$ cat src/sv/rstg_pkg.sv
`timescale 1ns / 1ps
// ----------------------------------------------------------------------------
// rstg_pkg
// Opcodes, register indexes and fixed constants of the render scale tier
// governor.
// ----------------------------------------------------------------------------
package rstg_pkg;

    // opcodes of an input transaction
    localparam logic [2:0] OP_FRAME    = 3'd0;
    localparam logic [2:0] OP_FORCE    = 3'd1;
    localparam logic [2:0] OP_LOCK     = 3'd2;
    localparam logic [2:0] OP_UNLOCK   = 3'd3;
    localparam logic [2:0] OP_SHUTDOWN = 3'd4;
    localparam logic [2:0] OP_RESTART  = 3'd5;

    // configuration register indexes
    localparam logic [2:0] CFG_SCALE      = 3'd0;
    localparam logic [2:0] CFG_KMAX       = 3'd1;
    localparam logic [2:0] CFG_DOWN_FRAMES = 3'd2;
    localparam logic [2:0] CFG_UP_FRAMES  = 3'd3;
    localparam logic [2:0] CFG_DOWN_THR   = 3'd4;
    localparam logic [2:0] CFG_UP_THR     = 3'd5;
    localparam logic [2:0] CFG_START      = 3'd6;

    // register reset values
    localparam logic [16:0] RST_SCALE       = 17'd21627;
    localparam logic [10:0] RST_KMAX        = 11'd512;
    localparam logic [9:0]  RST_DOWN_FRAMES = 10'd30;
    localparam logic [9:0]  RST_UP_FRAMES   = 10'd60;
    localparam logic [16:0] RST_DOWN_THR    = 17'd62259;
    localparam logic [16:0] RST_UP_THR      = 17'd68813;

    localparam logic [9:0]  CNT_MAX    = 10'd1023;
    localparam logic [10:0] K_BASE     = 11'd256;
    // interval numerators: 1e6 us << 24 with fps, 6060 us << 16 without
    localparam logic [23:0] US_PER_S   = 24'd1000000;
    localparam logic [23:0] DEF_US     = 24'd6060;
    localparam logic [39:0] WINDOW_US  = 40'd5000000;
    localparam logic [41:0] SPIKE_NUM  = 42'd512000000;
    localparam logic [23:0] SPIKE_DEF  = 24'd33334;
    localparam logic [41:0] HALF_Q24   = 42'd8388608;

    typedef struct packed {
        logic [39:0] ts;
        logic [23:0] ft;
    } t_hist_entry;

endpackage

$ cat src/sv/rstg_ram.sv
`timescale 1ns / 1ps
// ----------------------------------------------------------------------------
// rstg_ram
// Generic single write port, single read port RAM with registered read.
// ----------------------------------------------------------------------------
module rstg_ram #(
    parameter int WIDTH = 64,
    parameter int DEPTH = 16
) (
    input  logic                     i_clk,
    input  logic                     i_we,
    input  logic [$clog2(DEPTH)-1:0] i_waddr,
    input  logic [WIDTH-1:0]         i_wdata,
    input  logic [$clog2(DEPTH)-1:0] i_raddr,
    output logic [WIDTH-1:0]         o_rdata
);

    logic [WIDTH-1:0] r_mem [DEPTH];
    logic [WIDTH-1:0] r_rdata;

    always_ff @(posedge i_clk) begin
        if (i_we) begin
            r_mem[i_waddr] <= i_wdata;
        end
        r_rdata <= r_mem[i_raddr];
    end

    assign o_rdata = r_rdata;

endmodule

$ cat src/sv/render_scale_tier_governor_core.sv
`timescale 1ns / 1ps
// ----------------------------------------------------------------------------
// render_scale_tier_governor_core
// Per-frame quality tier governor with slow/fast frame counters, a quality
// floor and a spike lock over a logged transition history.
// ----------------------------------------------------------------------------
// Usage:
//  - input channel (i_valid / o_stall) takes one op per transaction: a frame
//    report, force tier, lock, unlock, shutdown or restart
//  - output channel (o_valid / i_stall) returns exactly one result per op
//  - registers are written over i_cfg_valid / o_cfg_ready while idle
//  - one transaction at a time: the next op is accepted only after the
//    current op's result is loaded; a frame runs extra states (fewer when
//    locked), more when the quality floor is checked and for each floor
//    step, and more when the history (n entries) is scanned; the single
//    shared 24x18 multiplier and the history RAM read port set this sequence
//  - the next op is taken as soon as the result sits in the output register
//  - a stalled result holds; the sequencer waits in its last state until
//    the output register is free
//  - reset restores the register defaults, tier 0, active, unlocked, empty
//    history; history RAM contents are not cleared (only written entries
//    are ever read)
// ----------------------------------------------------------------------------
module render_scale_tier_governor_core
    import rstg_pkg::*;
#(
    parameter int MAX_TIERS     = 16,
    parameter int HISTORY_DEPTH = 16
) (
    input  logic                         i_clk,
    input  logic                         i_rst_n,
    // input channel
    input  logic                         i_valid,
    output logic                         o_stall,
    input  logic [2:0]                   i_op,
    input  logic [23:0]                  i_frame_time_us,
    input  logic [17:0]                  i_target_fps,
    input  logic                         i_fg_active,
    input  logic [3:0]                   i_fg_multiplier,
    input  logic                         i_rr_active,
    input  logic [7:0]                   i_tier_index,
    // output channel
    output logic                         o_valid,
    input  logic                         i_stall,
    output logic                         o_transitioned,
    output logic [$clog2(MAX_TIERS)-1:0] o_tier,
    output logic [10:0]                  o_tier_k,
    output logic [18:0]                  o_quality,
    output logic                         o_locked_flag,
    output logic                         o_active_flag,
    // configuration
    input  logic                         i_cfg_valid,
    output logic                         o_cfg_ready,
    input  logic [2:0]                   i_cfg_index,
    input  logic [16:0]                  i_cfg_data
);

    localparam int TW = $clog2(MAX_TIERS);
    localparam int HW = $clog2(HISTORY_DEPTH);
    localparam int CW = $clog2(HISTORY_DEPTH + 1);

    localparam logic [4:0] S_IDLE  = 5'd0;
    localparam logic [4:0] S_DEC   = 5'd1;
    localparam logic [4:0] S_F0    = 5'd2;
    localparam logic [4:0] S_MP    = 5'd3;
    localparam logic [4:0] S_DL    = 5'd4;
    localparam logic [4:0] S_DH    = 5'd5;
    localparam logic [4:0] S_UL    = 5'd6;
    localparam logic [4:0] S_UH    = 5'd7;
    localparam logic [4:0] S_CMPU  = 5'd8;
    localparam logic [4:0] S_CNT   = 5'd9;
    localparam logic [4:0] S_STEP  = 5'd10;
    localparam logic [4:0] S_RRM   = 5'd11;
    localparam logic [4:0] S_RRC   = 5'd12;
    localparam logic [4:0] S_LOG   = 5'd13;
    localparam logic [4:0] S_SA    = 5'd14;
    localparam logic [4:0] S_SB    = 5'd15;
    localparam logic [4:0] S_LOCK  = 5'd16;
    localparam logic [4:0] S_Q     = 5'd17;
    localparam logic [4:0] S_OUT   = 5'd18;

    function automatic logic [TW-1:0] last_of(input logic [10:0] km);
        logic [6:0] d;
        d = 7'((km - K_BASE) >> 6);
        if (km < K_BASE) begin
            return '0;
        end else if (d > 7'(MAX_TIERS - 1)) begin
            return TW'(MAX_TIERS - 1);
        end else begin
            return TW'(d);
        end
    endfunction

    // state and registers
    logic [4:0]  r_state;
    logic [16:0] r_scale;
    logic [10:0] r_kmax;
    logic [9:0]  r_down_frames;
    logic [9:0]  r_up_frames;
    logic [16:0] r_down_thr;
    logic [16:0] r_up_thr;
    logic [3:0]  r_start;

    logic [2:0]  r_op;
    logic [23:0] r_ft;
    logic [17:0] r_fps;
    logic        r_fga;
    logic [3:0]  r_fgm;
    logic        r_rr;
    logic [7:0]  r_tidx;

    logic [TW-1:0] r_tier;
    logic [TW-1:0] r_prev;
    logic [9:0]  r_slow;
    logic [9:0]  r_fast;
    logic        r_locked;
    logic        r_active;
    logic [39:0] r_elapsed;
    logic [CW-1:0] r_hcnt;
    logic [HW-1:0] r_wptr;
    logic [CW-1:0] r_idx;
    logic [CW-1:0] r_spk;
    logic        r_pend;
    logic        r_inwin;
    logic [23:0] r_eft;
    logic [39:0] r_wstart;
    logic        r_trans;

    logic [41:0] r_prod;
    logic [41:0] r_p;
    logic [41:0] r_acc;
    logic [58:0] r_lhs_d;
    logic [47:0] r_rhs;

    logic          r_ovalid;
    logic          r_otrans;
    logic [TW-1:0] r_otier;
    logic [10:0]   r_ok;
    logic [18:0]   r_oq;
    logic          r_olocked;
    logic          r_oactive;

    // combinational helpers
    logic [TW-1:0] last;
    logic [10:0]   k_cur;
    logic [23:0]   mul_a;
    logic [17:0]   mul_b;
    logic [58:0]   lhs_u;
    logic [40:0]   el_sum;
    logic [3:0]    m_fac;
    logic [23:0]   rhs_base;
    logic          trans_now;
    logic [CW-1:0] hcnt_new;
    logic          spike;
    logic          out_free;
    logic          out_load;
    logic [63:0]   ram_rdata;
    t_hist_entry   wr_entry;
    t_hist_entry   rd_entry;

    assign last  = last_of(r_kmax);
    assign k_cur = (r_tier >= last) ? r_kmax : 11'(12'd256 + (12'(r_tier) << 6));

    always_comb begin
        mul_a = '0;
        mul_b = '0;
        case (r_state)
            S_MP: begin
                mul_a = r_ft;
                mul_b = (r_fps == '0) ? 18'd1 : r_fps;
            end
            S_DL: begin
                mul_a = r_prod[23:0];
                mul_b = 18'(r_down_thr);
            end
            S_DH: begin
                mul_a = 24'(r_down_thr);
                mul_b = r_p[41:24];
            end
            S_UL: begin
                mul_a = r_p[23:0];
                mul_b = 18'(r_up_thr);
            end
            S_UH: begin
                mul_a = 24'(r_up_thr);
                mul_b = r_p[41:24];
            end
            // quality product held while the result waits
            S_RRM, S_Q, S_OUT: begin
                mul_a = 24'(r_scale);
                mul_b = 18'(k_cur);
            end
            S_SB: begin
                mul_a = rd_entry.ft;
                mul_b = r_fps;
            end
            default: begin
                mul_a = '0;
                mul_b = '0;
            end
        endcase
    end

    assign lhs_u    = 59'(r_acc) + (59'(r_prod) << 24);
    assign el_sum   = {1'b0, r_elapsed} + 41'(r_ft);
    assign m_fac    = (r_fga && r_fgm > 4'd1) ? r_fgm : 4'd1;
    assign rhs_base = (r_fps == '0) ? 24'(DEF_US * m_fac) : 24'(US_PER_S * m_fac);
    assign trans_now = r_trans || (r_tier != r_prev);
    assign hcnt_new = (r_hcnt < CW'(HISTORY_DEPTH)) ? r_hcnt + 1'b1 : r_hcnt;
    assign spike    = (r_fps == '0) ? (r_eft > SPIKE_DEF) : (r_prod > SPIKE_NUM);
    assign out_free = !r_ovalid || !i_stall;
    assign out_load = (r_state == S_OUT) && out_free;

    assign wr_entry.ts = r_elapsed;
    assign wr_entry.ft = r_ft;
    assign rd_entry    = t_hist_entry'(ram_rdata);

    rstg_ram #(
        .WIDTH(64),
        .DEPTH(HISTORY_DEPTH)
    ) u_hist (
        .i_clk  (i_clk),
        .i_we   (r_state == S_LOG && trans_now),
        .i_waddr(r_wptr),
        .i_wdata(wr_entry),
        .i_raddr(r_idx[HW-1:0]),
        .o_rdata(ram_rdata)
    );

    always_ff @(posedge i_clk) begin
        r_prod <= 42'(mul_a * mul_b);
        if (!i_rst_n) begin
            r_state       <= S_IDLE;
            r_scale       <= RST_SCALE;
            r_kmax        <= RST_KMAX;
            r_down_frames <= RST_DOWN_FRAMES;
            r_up_frames   <= RST_UP_FRAMES;
            r_down_thr    <= RST_DOWN_THR;
            r_up_thr      <= RST_UP_THR;
            r_start       <= '0;
            r_tier        <= '0;
            r_slow        <= '0;
            r_fast        <= '0;
            r_locked      <= 1'b0;
            r_active      <= 1'b1;
            r_elapsed     <= '0;
            r_hcnt        <= '0;
            r_wptr        <= '0;
            r_ovalid      <= 1'b0;
        end else begin
            if (out_load) begin
                r_ovalid <= 1'b1;
            end else if (r_ovalid && !i_stall) begin
                r_ovalid <= 1'b0;
            end
            if (i_cfg_valid && o_cfg_ready) begin
                case (i_cfg_index)
                    CFG_SCALE:       r_scale       <= i_cfg_data;
                    CFG_KMAX: begin
                        r_kmax <= i_cfg_data[10:0];
                        if (r_tier > last_of(i_cfg_data[10:0])) begin
                            r_tier <= last_of(i_cfg_data[10:0]);
                        end
                    end
                    CFG_DOWN_FRAMES: r_down_frames <= i_cfg_data[9:0];
                    CFG_UP_FRAMES:   r_up_frames   <= i_cfg_data[9:0];
                    CFG_DOWN_THR:    r_down_thr    <= i_cfg_data;
                    CFG_UP_THR:      r_up_thr      <= i_cfg_data;
                    CFG_START:       r_start       <= i_cfg_data[3:0];
                    default: ;
                endcase
            end
            case (r_state)
                S_IDLE: begin
                    if (i_valid) begin
                        r_op    <= i_op;
                        r_ft    <= i_frame_time_us;
                        r_fps   <= i_target_fps;
                        r_fga   <= i_fg_active;
                        r_fgm   <= i_fg_multiplier;
                        r_rr    <= i_rr_active;
                        r_tidx  <= i_tier_index;
                        r_state <= S_DEC;
                    end
                end
                S_DEC: begin
                    r_trans <= 1'b0;
                    r_prev  <= r_tier;
                    r_state <= (r_op == OP_FRAME && r_active) ? S_F0 : S_Q;
                    case (r_op)
                        OP_FORCE: begin
                            if (r_active) begin
                                r_tier <= (r_tidx > 8'(last)) ? last : TW'(r_tidx);
                                r_slow <= '0;
                                r_fast <= '0;
                            end
                        end
                        OP_LOCK:   r_locked <= 1'b1;
                        OP_UNLOCK: r_locked <= 1'b0;
                        OP_SHUTDOWN, OP_RESTART: begin
                            r_active  <= (r_op == OP_RESTART);
                            if (r_op == OP_RESTART) begin
                                r_tier <= (8'(r_start) > 8'(last)) ? last : TW'(r_start);
                            end else begin
                                r_tier <= '0;
                            end
                            r_slow    <= '0;
                            r_fast    <= '0;
                            r_locked  <= 1'b0;
                            r_hcnt    <= '0;
                            r_wptr    <= '0;
                            r_elapsed <= '0;
                        end
                        default: ;
                    endcase
                end
                S_F0: begin
                    r_elapsed <= el_sum[40] ? '1 : el_sum[39:0];
                    r_rhs     <= (r_fps == '0) ? (48'(rhs_base) << 16)
                                               : (48'(rhs_base) << 24);
                    r_state   <= r_locked ? S_Q : S_MP;
                end
                S_MP: r_state <= S_DL;
                S_DL: begin
                    r_p     <= r_prod;
                    r_state <= S_DH;
                end
                S_DH: begin
                    r_acc   <= r_prod;
                    r_state <= S_UL;
                end
                S_UL: begin
                    r_lhs_d <= 59'(r_acc) + (59'(r_prod) << 24);
                    r_state <= S_UH;
                end
                S_UH: begin
                    r_acc   <= r_prod;
                    r_state <= S_CMPU;
                end
                S_CMPU: begin
                    // r_p reused to hold the fast compare result; r_acc is cleared
                    r_acc   <= '0;
                    r_p     <= 42'(lhs_u < 59'(r_rhs));
                    r_state <= S_CNT;
                end
                S_CNT: begin
                    if (r_lhs_d > 59'(r_rhs)) begin
                        if (r_slow < CNT_MAX) r_slow <= r_slow + 1'b1;
                        r_fast <= '0;
                    end else if (r_p[0]) begin
                        if (r_fast < CNT_MAX) r_fast <= r_fast + 1'b1;
                        r_slow <= '0;
                    end else begin
                        r_slow <= '0;
                        r_fast <= '0;
                    end
                    r_state <= S_STEP;
                end
                S_STEP: begin
                    if (r_slow >= r_down_frames && r_tier > '0) begin
                        r_tier  <= r_tier - 1'b1;
                        r_slow  <= '0;
                        r_fast  <= '0;
                        r_trans <= 1'b1;
                    end else if (r_fast >= r_up_frames && r_tier < last) begin
                        r_tier  <= r_tier + 1'b1;
                        r_slow  <= '0;
                        r_fast  <= '0;
                        r_trans <= 1'b1;
                    end
                    r_state <= r_rr ? S_RRM : S_LOG;
                end
                S_RRM: r_state <= S_RRC;
                S_RRC: begin
                    // quality floor: climb while scale*k is below one half
                    if (r_tier < last && r_prod < HALF_Q24) begin
                        r_tier  <= r_tier + 1'b1;
                        r_state <= S_RRM;
                    end else begin
                        r_state <= S_LOG;
                    end
                end
                S_LOG: begin
                    r_trans <= trans_now;
                    r_state <= (trans_now && hcnt_new >= CW'(3)) ? S_SA : S_Q;
                    if (trans_now) begin
                        r_hcnt   <= hcnt_new;
                        r_wptr   <= (r_wptr == HW'(HISTORY_DEPTH - 1)) ? '0 : r_wptr + 1'b1;
                        r_wstart <= (r_elapsed >= WINDOW_US) ? r_elapsed - WINDOW_US : '0;
                        r_idx    <= '0;
                        r_spk    <= '0;
                        r_pend   <= 1'b0;
                    end
                end
                S_SA: begin
                    if (r_pend && r_inwin && spike) begin
                        r_spk <= r_spk + 1'b1;
                    end
                    r_pend  <= 1'b0;
                    r_state <= (r_idx == r_hcnt) ? S_LOCK : S_SB;
                end
                S_SB: begin
                    r_inwin <= (rd_entry.ts >= r_wstart);
                    r_eft   <= rd_entry.ft;
                    r_pend  <= 1'b1;
                    r_idx   <= r_idx + 1'b1;
                    r_state <= S_SA;
                end
                S_LOCK: begin
                    if (r_spk >= CW'(3)) begin
                        r_locked <= 1'b1;
                    end
                    r_state <= S_Q;
                end
                S_Q: r_state <= S_OUT;
                S_OUT: begin
                    if (out_free) begin
                        r_otrans  <= r_trans;
                        r_otier   <= r_tier;
                        r_ok      <= r_active ? k_cur : K_BASE;
                        r_oq      <= r_active ? r_prod[26:8] : '0;
                        r_olocked <= r_locked;
                        r_oactive <= r_active;
                        r_state   <= S_IDLE;
                    end
                end
                default: r_state <= S_IDLE;
            endcase
        end
    end

    assign o_stall        = (r_state != S_IDLE);
    assign o_cfg_ready    = (r_state == S_IDLE);
    assign o_valid        = r_ovalid;
    assign o_transitioned = r_otrans;
    assign o_tier         = r_otier;
    assign o_tier_k       = r_ok;
    assign o_quality      = r_oq;
    assign o_locked_flag  = r_olocked;
    assign o_active_flag  = r_oactive;

    // tier never passes the last tier
    assert property (@(posedge i_clk) disable iff (!i_rst_n) r_tier <= last)
        else $error("tier above last tier");

    // a shut down governor sits at tier 0
    assert property (@(posedge i_clk) disable iff (!i_rst_n) !r_active |-> r_tier == '0)
        else $error("inactive governor with nonzero tier");

    // history fill never exceeds its depth
    assert property (@(posedge i_clk) disable iff (!i_rst_n)
        r_hcnt <= CW'(HISTORY_DEPTH))
        else $error("history count overflow");

    // a stalled result is held, not dropped
    assert property (@(posedge i_clk) disable iff (!i_rst_n)
        (r_ovalid && i_stall) |=> r_ovalid)
        else $error("stalled result dropped");

endmodule

$ cat config.mk
export PLATFORM = sky130hd
export DESIGN_NAME = render_scale_tier_governor_core
export DESIGN_NICKNAME = d
export VERILOG_FILES = /design/src/sv/rstg_pkg.sv /design/src/sv/rstg_ram.sv /design/src/sv/render_scale_tier_governor_core.sv
export SDC_FILE = /design/constraint.sdc
export NUM_CORES = 2
export LEC_CHECK = 0
export ABC_AREA = 0
export BUFFER_PORTS_ARGS = -buffer_cell sky130_fd_sc_hd__buf_2
export CAP_MARGIN = 5
export CORE_MARGIN = 2
export CORE_UTILIZATION = 35
export DETAILED_ROUTE_END_ITERATION = 7
export GPL_ROUTABILITY_DRIVEN = 0
export HOLD_SLACK_MARGIN = 0.12
export PLACE_DENSITY = 0.5
export REMOVE_ABC_BUFFERS = 1
export SYNTH_ARGS = -nofsm -noshare
export SYNTH_HDL_FRONTEND = slang
export SYNTH_HIERARCHICAL = 1
export SYNTH_SLANG_ARGS = --single-unit
$ cat constraint.sdc
create_clock -name i_clk -period 9.6 [get_ports i_clk]
set_input_delay 1.44 -clock i_clk [delete_from_list [all_inputs] [get_ports i_clk]]
set_output_delay 1.44 -clock i_clk [all_outputs]
set_load 0.01 [all_outputs]
After elaboration in Yosys (flattened, before gate mapping)
Memories as Yosys holds them, arrays and structs flattened. A register that Yosys moved wholly into a read port is not among the register bits.
Index checks and enable logic that the tools add are counted.
{"block": "word_totals", "mem_count": 1, "reg_bits": 577, "ramBits": 1024, "out_inout_bits": 40, "input_bits": 84, "word_cells": 271}
{"name": "u_hist.r_mem", "depth": 16, "word_bits": 64, "read_ports": 1, "rd_clocked_by_memory_dff": 1, "write_ports": 1, "line": "rstg_ram.sv:18", "source": "logic [WIDTH-1:0] r_mem [DEPTH];"}
{"block": "classes", "reduce_logical": 63, "mul": 3, "eq_ne": 44, "magnitude_cmp": 25, "n_mux": 76, "add_sub_neg": 14}
{"cell": "$pmux 24 s7", "n": 1}
{"cell": "$pmux 42 s2", "n": 2}
{"cell": "$mux 40", "n": 3}
{"cell": "$pmux 18 s6", "n": 1}
{"cell": "$pmux 5 s19", "n": 1}
{"cell": "$mux 4", "n": 21}
{"cell": "$mux 10", "n": 8}
{"cell": "$pmux 40 s2", "n": 1}
{"cell": "$pmux 10 s3", "n": 2}
{"cell": "$add 42x59->59", "n": 1}
{"cell": "$gt 59x48->1", "n": 1}
{"cell": "$lt 59x48->1", "n": 1}
{"cell": "$mux 5", "n": 11}
{"cell": "$gt 42x29->1 const B", "n": 1}
{"cell": "$lt 42x24->1 const B", "n": 1}
{"cell": "$mul 24x18->42", "n": 1}
{"cell": "$add 40x24->41", "n": 1}
{"cell": "$eq 5x4->1 const B", "n": 8}
{"cell": "$ge 40x23->1 const B", "n": 1}
{"cell": "$ge 40x40->1", "n": 1}
{"cell": "$sub 40x23->40 const B", "n": 1}
{"cell": "$reduce_and 2->1", "n": 16}
{"cell": "$pmux 5 s2", "n": 3}
{"cell": "$gt 24x16->1 const B", "n": 1}
{"cell": "other kinds (57)", "n": 136}

Depth between registers and ports, before layout
{"block": "depth", "word_depth": 14, "depth_mapped": 40, "depth_no_buf": 37}

Modules after synthesis
Netlist, hierarchy kept.
{"module": "render_scale_tier_governor_core", "n_inst": 1, "area_per_inst_um2": 43232.7, "seq_area_each_um2": 14694.1, "cells_per_inst": 4557}
{"module": "rstg_ram", "n_inst": 1, "area_per_inst_um2": 39583.0, "seq_area_each_um2": 32030.7, "cells_per_inst": 1647}

Least setup slack after synthesis
OpenSTA, ideal clock, no wires.
{"block": "synth_timing", "kind": "register to register", "start": "reg r_kmax[8]", "end": "reg r_prod[41]", "slack_ns": 1.186, "stages_incl_launch_ff": 38, "t_arrival_ns": 8.342, "period_less_slack_ns": 8.414, "n_path_buf": 2, "path_cell_list": "dfxtp_1 clkbuf_1 inv_1 ha_1 inv_1 o21ai_0 o21ai_0 inv_1 ha_1 nor2b_1 o21ai_0 nand2b_1 a21oi_1 and2_1 nor3_1 a221oi_1 clkbuf_1 nor2_1 [2 not listed] fa_1 fa_1 inv_1 fa_1 fa_1 inv_1 fa_1 inv_1 ha_1 nand2_1 nor2_1 nand3_1 o32a_1 a211o_1 and2_1 o221a_2 o21bai_1 xnor2_1"}
{"block": "synth_between", "elab_chain_len": 8, "word_cells_on_any_way": 9, "classes_between": "add/sub: 1; mul: 1; order compare: 3; mux: 4"}
{"element": "from (decl)", "line": "render_scale_tier_governor_core.sv:97", "source": "logic [10:0] r_kmax;"}
{"element": "from (signal assigned)", "line": "render_scale_tier_governor_core.sv:260", "source": "r_kmax <= i_cfg_data[10:0];"}
{"element": "$sub 11x9->11", "line": "render_scale_tier_governor_core.sv:84", "source": "d = 7'((km - K_BASE) >> 6);"}
{"element": "$gt 5x4->1", "line": "render_scale_tier_governor_core.sv:87", "source": "end else if (d > 7'(MAX_TIERS - 1)) begin"}
{"element": "$mux 4", "line": "render_scale_tier_governor_core.sv:87"}
{"element": "$mux 4", "line": "render_scale_tier_governor_core.sv:85", "source": "if (km < K_BASE) begin"}
{"element": "$ge 4x4->1", "line": "render_scale_tier_governor_core.sv:162", "source": "assign k_cur = (r_tier >= last) ? r_kmax : 11'(12'd256 + (12'(r_tier) << 6));"}
{"element": "$mux 11 (*)", "line": "render_scale_tier_governor_core.sv:162"}
{"element": "$pmux 18 s6 (*)", "line": "render_scale_tier_governor_core.sv:167", "source": "case (r_state)"}
{"element": "$mul 24x18->42 (*)", "line": "render_scale_tier_governor_core.sv:231", "source": "r_prod <= 42'(mul_a * mul_b);"}
{"element": "to (signal assigned)", "line": "render_scale_tier_governor_core.sv:231"}
{"element": "to (decl)", "line": "render_scale_tier_governor_core.sv:129", "source": "logic [41:0] r_prod;"}
Every way passes the cells marked *; elsewhere a longest branch is shown, timed or not.
A chain may end at the register's enable or synchronous reset.

Final worst setup path
{"block": "layout_timing", "start": "reg r_state[0]", "end": "reg r_prod[39]"}
{"block": "layout_between", "elab_chain_len": 4, "word_cells_on_any_way": 14, "classes_between": "mul: 1; eq/ne: 9; mux: 2; reduce/logical: 2"}
{"element": "from (decl)", "line": "render_scale_tier_governor_core.sv:95", "source": "logic [4:0] r_state;"}
{"element": "from (signal assigned)", "line": "render_scale_tier_governor_core.sv:289", "source": "r_state <= (r_op == OP_FRAME && r_active) ? S_F0 : S_Q;"}
{"element": "from (signal assigned)", "line": "render_scale_tier_governor_core.sv:321", "source": "r_state <= r_locked ? S_Q : S_MP;"}
{"element": "from (signal assigned)", "line": "render_scale_tier_governor_core.sv:371", "source": "r_state <= r_rr ? S_RRM : S_LOG;"}
{"element": "$eq 5x5->1 (tied with other cells)", "line": "render_scale_tier_governor_core.sv:167"}
{"element": "$reduce_or 3->1 or $reduce_or 2->1 (tied branches)"}
{"element": "$pmux 24 s7 or $pmux 18 s6 (tied branches)", "line": "render_scale_tier_governor_core.sv:167"}
{"element": "$mul 24x18->42 (*)", "line": "render_scale_tier_governor_core.sv:231"}
Marked as above.

==> qor.txt <==
sequential cell area - 0.04673 mm²
static leakage - 35.13 nW
CTS tree - built
Worst-Margin Slew - 1222 ps
Final Critical Period - 9073 ps
via count - 51,430
Multi-input gate area - 0.03273 mm²
Syn Inst Count - 6,204
reg2reg start - r_state[0]
full die area - 0.2405 mm²
Post-DRT Antenna Nets - 0
Crit Path Class - flop to flop
outcome - complete, no violations
vias in the first global route - 52,210
nature of the critical path endpoint - flop
Worst Path Max Fanout - 23
sequential area share after synthesis - 0.5642
TritonCTS Buffers - 176
CP required - 10,310 ps
fin crit share - 0.9451
Overflow after GRT - 0
CTS Sinks - 1,647
clock buffer depth - 3
number of buffers added on ports - 123
Worst path slowest cell - dfxtp_1
synthesized area - 0.08282 mm²
post-route insts no fill - 9,712
number of hold violations in the final report - 0
Clock Skews - 67.83 ps
global-route wire length before repair - 357.4 mm
Relative slew margins - 0.1836
cell accounting for the most synthesized area - edfxtp_1
crit path launch - r_state[0]
Max Cap Violations - 0
CP Launch Type - flop
Root Driver - clkbuf_16
buffers plus inverters on the worst setup path - 7
routed wire length per instance - 24.98 µm
aggregate global-route resource usage - 0.1998
Iteration-0 DRC Markers - 4,354
Peak VDD IR - 0.1638 mV
CP max stage delay - 670 ps
Die Wd - 490.4 µm
DRC viols - 0
Power, Total - 15.77 mW
hold_ws - 399.5 ps
synth top area cells - edfxtp_1 50%, fa_1 8.8%, mux4_2 7.0%
Reg clk slew, reported paths - 60 ps
clk_lat worst skew - 840 ps
Max Clk Rate - 0.1102 GHz
Main synth FF type - edfxtp_1
CTS HTree Levels - 4
Final setup viols - 0
Worst Hold Class - flop to flop
asr flop ratio synth - 0
Yosys cell types - 95
Slew Limit Fails - 0
setup TNS - 0 ps
Initial Util - 0.3521
cell row count - 178
Crit path max-delay family - adder cells
I/O Pins - 124
core footprint - 0.2352 mm²
first-pass detailed-route iteration total - 6
placed cell count - 9,378
Power Dens Cells - 167.8 mW/mm²
Worst Path Arrival - 9790 ps
Core Util, Final - 0.3996
Layout fillers - 22,170
EDFF count, synth - 1,374
largest net degree at the start of global routing - 133
layout cells sized above 1 - 0.1428
# nets final - 7,188
Avg Synthesized Cell Area - 13.35 µm²
final wirelength - 242.6 mm
height of the die - 490.4 µm
initial antenna violation count - 15
most frequent cell on the critical path - fa_1
Yosys top cell area share - 0.4982
HP Start - r_acc[13]
Synthesis Warnings - 6
synthesis-to-layout area growth - 13.49%
DR vias/cell - 5.296
DP HPWL - 162.8 mm
flops & latches, synth - 1,647
==> synth_stat cells, types with 14 or more instances <==
master	count
a211o_1	24
a211oi_1	49
a21o_1	69
a21oi_1	179
a221oi_1	15
a22oi_1	158
a31oi_1	37
a41oi_1	14
and2_1	91
and3_1	36
buf_1	23
buf_2	43
clkbuf_1	187
dfxtp_1	273
edfxtp_1	1374
fa_1	362
ha_1	334
inv_1	671
mux2i_1	60
mux4_2	256
nand2_1	581
nand2b_1	42
nand3_1	85
nand4_1	44
nor2_1	449
nor2b_1	41
nor3_1	63
nor4_1	29
o211ai_1	23
o21a_1	30
o21ai_0	142
o21bai_1	14
or2_2	27
or3_1	17
xnor2_1	101
xor2_1	51
==> kinds of logic after synthesis <==
logic type,count (synthesis),share of synthesized area
buf+inv,946,0.04501
flops,1647,0.5642
compound gates,892,0.07408
xor+xnor,152,0.01608
simple gates,1552,0.08539
mux,319,0.07728
fa+ha+maj,696,0.1380
==> worst paths after layout <==
| path | slack (ps) | to | cells after the start |
|---|---|---|---|
| setup / recovery | 530 | r_prod[39] | 29 |
| hold / removal | 400 | r_lhs_d[13] | 0 |
| setup reg to reg | 530 | r_prod[39] | 29 |
| hold reg to reg | 400 | r_lhs_d[13] | 0 |
==> report_power, final <==
group | switching, mW | leakage (nW) | internal [mW]
Clock | 2.96 | 2.92 | 4.04
Combinational | 0.602 | 17.6 | 0.283
Sequential | 0.107 | 14.6 | 7.77
Total | 3.67 | 35.1 | 12.1
==> area by class of cell <==
| type | count | share of cell area |
|---|---|---|
| Antenna cell | 1 | 0.00002663 |
| Clock inverter | 84 | 0.01105 |
| Inverter | 672 | 0.02685 |
| Tap cell | 3150 | 0.04193 |
| Clock buffer | 247 | 0.05306 |
| Multi-Input combinational cell | 3611 | 0.3482 |
| Sequential cell | 1647 | 0.4972 |
| Timing Repair Buffer | 300 | 0.02169 |
==> metrics by stage <==
step	setup slack (ps)	area [µm²]
2_1_floorplan	-1466	81610
3_3_place_gp	83.74	87880
3_5_place_dp	0.3277	87880
4_1_cts	144.1	93920
5_1_grt	-3.094	93990
6_report	527.2	93990
==> layout by cell type, fill, tap and decap left out, types with 51 or more instances in the layout <==
master and n:
a22oi_1 158, a21oi_1 175, o21ai_0 139, nor3_1 53
clkbuf_16 181, xor2_1 51, inv_1 669, ha_1 334
edfxtp_1 1374, buf_4 167, mux2i_1 60, dfxtp_1 272
mux4_2 256, fa_1 362, xnor2_1 101, buf_2 123
nand3_1 85, a21o_1 69, nor2_1 431, nand2_1 581
and2_1 90
==> worst reg2reg max path, delay by kind of cell, from the launching register on <==
family	cells	cell delay [ps]
adder cells (fa/ha/maj)	7	3450
AO/OA/AOI/OAI	6	1870
AND/OR/NAND/NOR	8	1860
buffers and inverters	7	970
flip-flops	1	670
XOR/XNOR	1	170
==> flip-flops by register name, summed over array words and instances (netlist names), 11 cells and up <==
signal and flops:
r_eft 24, r_down_thr 17, o_quality 19, u_hist/o_rdata 64, r_rhs 30, r_up_thr 17, r_fps 18, r_acc 42
r_p 42, r_kmax 11, r_prod 42, o_tier_k 11, r_ft 24, u_hist/r_mem 1024, r_scale 17, r_elapsed 40
r_lhs_d 59, r_wstart 40
==> timing repair <==
| item | CTS | global route |
|---|---|---|
| pin swaps | 0 | 1 |
| buffers inserted | 0 | 2 |
| endpoints found under the setup margin | 4 | 13 |
| hold buffers | 0 | 0 |
| resized for setup | 1 | 13 |
==> per-layer routing <==
layer	routed length, µm	share of wire	GRT usage
met3	15230	0.063	0.03579
met5	20	0.000082	0
met4	5136	0.021	0.04418
met1	104700	0.43	0.2706
met2	117500	0.48	0.3345
(Power assumes the default switching activity.)
